**config.mk**
```make
export PLATFORM = sky130hd
export DESIGN_NAME = ptc_post
export DESIGN_NICKNAME = d
export VERILOG_FILES = /design/src/design/ptc_pkg.sv /design/src/design/ptc_post.sv
export SDC_FILE = /design/constraint.sdc
export NUM_CORES = 2
export LEC_CHECK = 0
export ABC_AREA = 1
export BUFFER_PORTS_ARGS = -buffer_cell sky130_fd_sc_hd__buf_2
export CORE_UTILIZATION = 60
export CTS_BUF_LIST = sky130_fd_sc_hd__clkbuf_4
export DETAILED_ROUTE_END_ITERATION = 16
export GPL_TIMING_DRIVEN = 0
export PLACE_DENSITY = 0.86
export SLEW_MARGIN = 20
export SYNTH_ARGS = -nofsm -noshare
export SYNTH_HDL_FRONTEND = slang
export SYNTH_SLANG_ARGS = --single-unit
```
**constraint.sdc**
```tcl
create_clock -name clock -period 10.4 [get_ports clock]
set_input_delay 1.56 -clock clock [delete_from_list [all_inputs] [get_ports clock]]
set_output_delay 1.56 -clock clock [all_outputs]
set_load 0.02 [all_outputs]
```
**src/design/ptc_pkg.sv**
```systemverilog
package ptc_pkg;

   localparam int RawWidth  = 20;
   localparam int WordWidth = 32;
   localparam int CsrIndexWidth = 2;
   localparam int CsrDataWidth  = 64;

   typedef enum logic [CsrIndexWidth-1:0] {
      CSR_TEMPERATURE_CAL = 2'd0,
      CSR_PRESSURE_CAL_LOW = 2'd1,
      CSR_PRESSURE_CAL_HIGH = 2'd2,
      CSR_PRESSURE_CAL_LAST = 2'd3
   } csr_index_type;

   // All calibration words, already extended to 32-bit patterns.
   typedef struct packed {
      logic [31:0] t1;
      logic [31:0] t2;
      logic [31:0] t3;
      logic [31:0] p1;
      logic [31:0] p2;
      logic [31:0] p3;
      logic [31:0] p4;
      logic [31:0] p5;
      logic [31:0] p6;
      logic [31:0] p7;
      logic [31:0] p8;
      logic [31:0] p9;
   } cal_type;

   // Word that travels alongside the pressure datapath.
   typedef struct packed {
      logic [31:0] temp;
      logic [31:0] fine;
   } side_type;

   // Arithmetic right shift of a 32-bit two's complement pattern.
   function automatic logic [31:0] asr32(input logic [31:0] x, input int n);
      return $unsigned($signed(x) >>> n);
   endfunction

   function automatic logic [31:0] sext16(input logic [15:0] x);
      return {{16{x[15]}}, x};
   endfunction

endpackage

```
**src/design/ptc_post.sv**
```systemverilog
module ptc_post (
   input  logic                 clock,
   input  logic                 reset,
   input  logic                 en,
   input  ptc_pkg::cal_type     cal,
   input  logic                 in_valid,
   input  ptc_pkg::side_type    in_side,
   input  logic [31:0]          quotient,
   input  logic                 doubled,
   input  logic                 invalid,
   output logic                 out_valid,
   output ptc_pkg::side_type    out_side,
   output logic [31:0]          pressure,
   output logic                 out_invalid
);

   logic [2:0]        valid_ff;
   ptc_pkg::side_type side_ff [0:2];
   logic              inv_ff  [0:2];
   logic [31:0]       p_ff    [0:1];
   logic [31:0]       sqp_ff, m8_ff, m8b_ff, m9_ff, press_ff;
   logic [31:0]       pp;

   assign pp = doubled ? {quotient[30:0], 1'b0} : quotient;

   always_ff @(posedge clock) begin
      if (reset) begin
         valid_ff <= '0;
      end else if (en) begin
         valid_ff <= {valid_ff[1:0], in_valid};
      end
   end

   always_ff @(posedge clock) begin
      if (en) begin
         side_ff[0] <= in_side;
         side_ff[1] <= side_ff[0];
         side_ff[2] <= side_ff[1];
         inv_ff[0]  <= invalid;
         inv_ff[1]  <= inv_ff[0];
         inv_ff[2]  <= inv_ff[1];
         p_ff[0]    <= pp;
         p_ff[1]    <= p_ff[0];
         sqp_ff     <= {3'd0, pp[31:3]} * {3'd0, pp[31:3]};
         m8_ff      <= {2'd0, pp[31:2]} * cal.p8;
         m9_ff      <= cal.p9 * {13'd0, sqp_ff[31:13]};
         m8b_ff     <= m8_ff;
         if (inv_ff[1]) begin
            press_ff <= '0;
         end else begin
            press_ff <= p_ff[1] + ptc_pkg::asr32(ptc_pkg::asr32(m9_ff, 12)
                        + ptc_pkg::asr32(m8b_ff, 13) + cal.p7, 4);
         end
      end
   end

   assign out_valid   = valid_ff[2];
   assign out_side    = side_ff[2];
   assign pressure    = press_ff;
   assign out_invalid = inv_ff[2];

endmodule

```
==> impl_metrics.env <==
export IMPL_synth_seq_area_share_pct=19.2
export IMPL_drive_gt1_share_pct=7.69
export IMPL_setup_violations=0
export IMPL_rsz0062_at_grt="no"
export IMPL_coreArea_sq_um=95300
export IMPL_ys_async_sr_fraction_pct=0
export IMPL_final_common_cell="inv_1"
export IMPL_syn_inst=6439
export IMPL_grt_max_degree=104
export IMPL_numPortBuffers=264
export IMPL_grt_overflow=0
export IMPL_cts_root_buf="clkbuf_4"
export IMPL_path_max_fanout=10
export IMPL_post_drt_wl_per_cell_microns=21.8
export IMPL_cts_clk_slew_worst_paths_ns=0.07
export IMPL_ys_seq_elements=371
export IMPL_dieWidth_microns=313
export IMPL_finalHoldViolCount=0
export IMPL_drt_wl_total_microns=177000
export IMPL_synth_area_per_cell_sq_um=9.00
export IMPL_ios=584
export IMPL_start_util_pct=60.8
export IMPL_status="completed"
export IMPL_synth_ff_type="edfxtp_1"
export IMPL_worst_slew_pin_slew_ns=1.34
export IMPL_cts_path_max_buffers=3
export IMPL_die_h_microns=313
export IMPL_vias_per_cell=5.61
export IMPL_postRouteAntennaNets=0
export IMPL_layout_cells_non_filler=8120
export IMPL_via_count=45584
export IMPL_cts_hold_buf=0
export IMPL_finClkSkew_ns=0.0722
export IMPL_drcViolationCount=0
export IMPL_fmax_mhz=97.6
export IMPL_layout_nets=8782
export IMPL_wl_met1_microns=63100
export IMPL_post_cts_resized=0
export IMPL_finalWeightedCongestion=1.05
export IMPL_synth_enable_flop_cells=368
export IMPL_hpwl_microns=145000
export IMPL_critical_path_most_common_cell="fa_1"
export IMPL_met2_length_microns=78800
export IMPL_placed_cells=7972
export IMPL_cp_start_kind="primary input"
export IMPL_slew_headroom_pct=10.5
export IMPL_cap_violations=0
export IMPL_h_tree_depth=3
export IMPL_num_rows=113
export IMPL_insertion_delay_ns=0.83
export IMPL_cp_required_ns=10.93
export IMPL_synthDistinctLibCells=54
export IMPL_met3_length_microns=22500
export IMPL_ys_warn_count=0
export IMPL_fin_crit_sh_pct=98.5
export IMPL_clock_sinks=371
export IMPL_dr_pass1_iters=12
export IMPL_synth_cell_area_sq_um=57900
export IMPL_antenna_found_initial=12
export IMPL_syn2layout_area_growth_pct=6.99
export IMPL_layout_min_cycle_time_ns=10.24
export IMPL_worstSetupEndpointType="flip-flop"
export IMPL_cts_tree="done"
export IMPL_path_class="in -> reg"
export IMPL_numCtsBuffers=83
export IMPL_post_cts_setup_buffer_count=0
export IMPL_track_usage_pct=37.0
export IMPL_drv_slew=0
export IMPL_top_layer="met5"
export IMPL_cpPeakStageDelay_ns=0.96
export IMPL_worstHoldPathType="reg -> reg"
export IMPL_critPathArrivalTime_ns=10.77
export IMPL_final_cell_mix="inv_1 (1622), nand2_1 (1223), fa_1 (1118)"
export IMPL_first_iter_violations=4290
export IMPL_grt_pass1_wl_microns=270000
export IMPL_grt_pass1_vias=47971
export IMPL_crit_path_top_delay_cell="buf_1"
export IMPL_die_area_sq_um=97800
export IMPL_syn_nets=8429
## state kept, by name, summed over array words and instances (netlist names)
register	cells
valid_ff	3
sqp_ff	20
inv_ff	3
m8b_ff	19
pressure	32
m8_ff	19
m9_ff	20
side_ff	192
p_ff	63
## area by class of cell
type	instances	area, sq um
multi-input combinational	4144	39300
fill	7814	33300
sequential	371	11100
inverter	1640	6160
tap	1265	1580
timing repair buffer	268	1430
buffer	284	1380
clock buffer	116	871
clock inverter	21	123
antenna	11	27.5
## stage by stage
stage / util, % / cell area [sq um] / worst slack (ns) / hold WS (ns) / TNS (ns)
floorplan: - / 57900 / 1.93 / 0.400 / 0
global placement: 63.8 / 60800 / -0.117 / 0.400 / -0.210
detailed placement: 63.9 / 60900 / -0.261 / 0.405 / -0.622
CTS: 65.0 / 61900 / 0.656 / 0.379 / 0
global route: 65.0 / 62000 / 0.126 / 0.378 / 0
finish: 65.0 / 62000 / 0.156 / 0.358 / 0
## path summary, 6_finish.rpt
kind	from	end	slack (ns)	cells past startpoint
max	doubled	sqp_ff[31]	0.16	27
min	side_ff[0][90]	side_ff[0][154]	0.36	0
max reg2reg	sqp_ff[15]	m9_ff[30]	3.12	25
min reg2reg	side_ff[0][90]	side_ff[0][154]	0.36	0
## layer usage
| metal | global-route usage [%] | vias to the layer above |
|---|---|---|
| met3 | 11.7 | 797 |
| met4 | 22.8 | 10 |
| met5 | 0 | - |
| met2 | 57.3 | 2885 |
| met1 | 45.5 | 22144 |
| li1 | - | 19748 |
## worst max-delay path, delay by kind of cell
family / cells / cell delay (ns)
AO/OA/AOI/OAI: 4 / 0.96
adder cells (fa/ha/maj): 9 / 4.40
buffers and inverters: 10 / 2.98
AND/OR/NAND/NOR: 4 / 0.86
## cells in the mapped netlist (14+ instances only)
library cell / instances / area [sq um]
nor3_1: 28 / 140
o21ai_0: 112 / 561
clkbuf_1: 165 / 619
fa_1: 1118 / 22400
xnor2_1: 67 / 587
buf_1: 40 / 150
buf_4: 64 / 480
ha_1: 386 / 4830
nand4_1: 22 / 138
xor2_1: 106 / 928
inv_1: 1622 / 6090
o21bai_1: 19 / 143
edfxtp_1: 368 / 11100
nor2_1: 601 / 2260
a21o_1: 15 / 113
a21oi_1: 222 / 1110
o21ai_1: 15 / 75.1
nand3_1: 82 / 410
nand2_1: 1223 / 4590
nand2_2: 14 / 87.6
## cell families (layout without fill, tap and decap cells)
family	count (synthesis)	after routing	synth area share (%)
xor gates and xnor gates	176	176	2.70
other	0	11	0
DFF	371	371	19.2
AOI/OAI and AO/OA	459	459	4.53
buffers and inverters	1924	2329	13.0
adders and majority gates	1504	1504	47.0
and+or+nand+nor	2005	2005	13.6
Power is not shown: default switching activity piles up to over one toggle a cycle in this logic, so the estimate is an artifact.
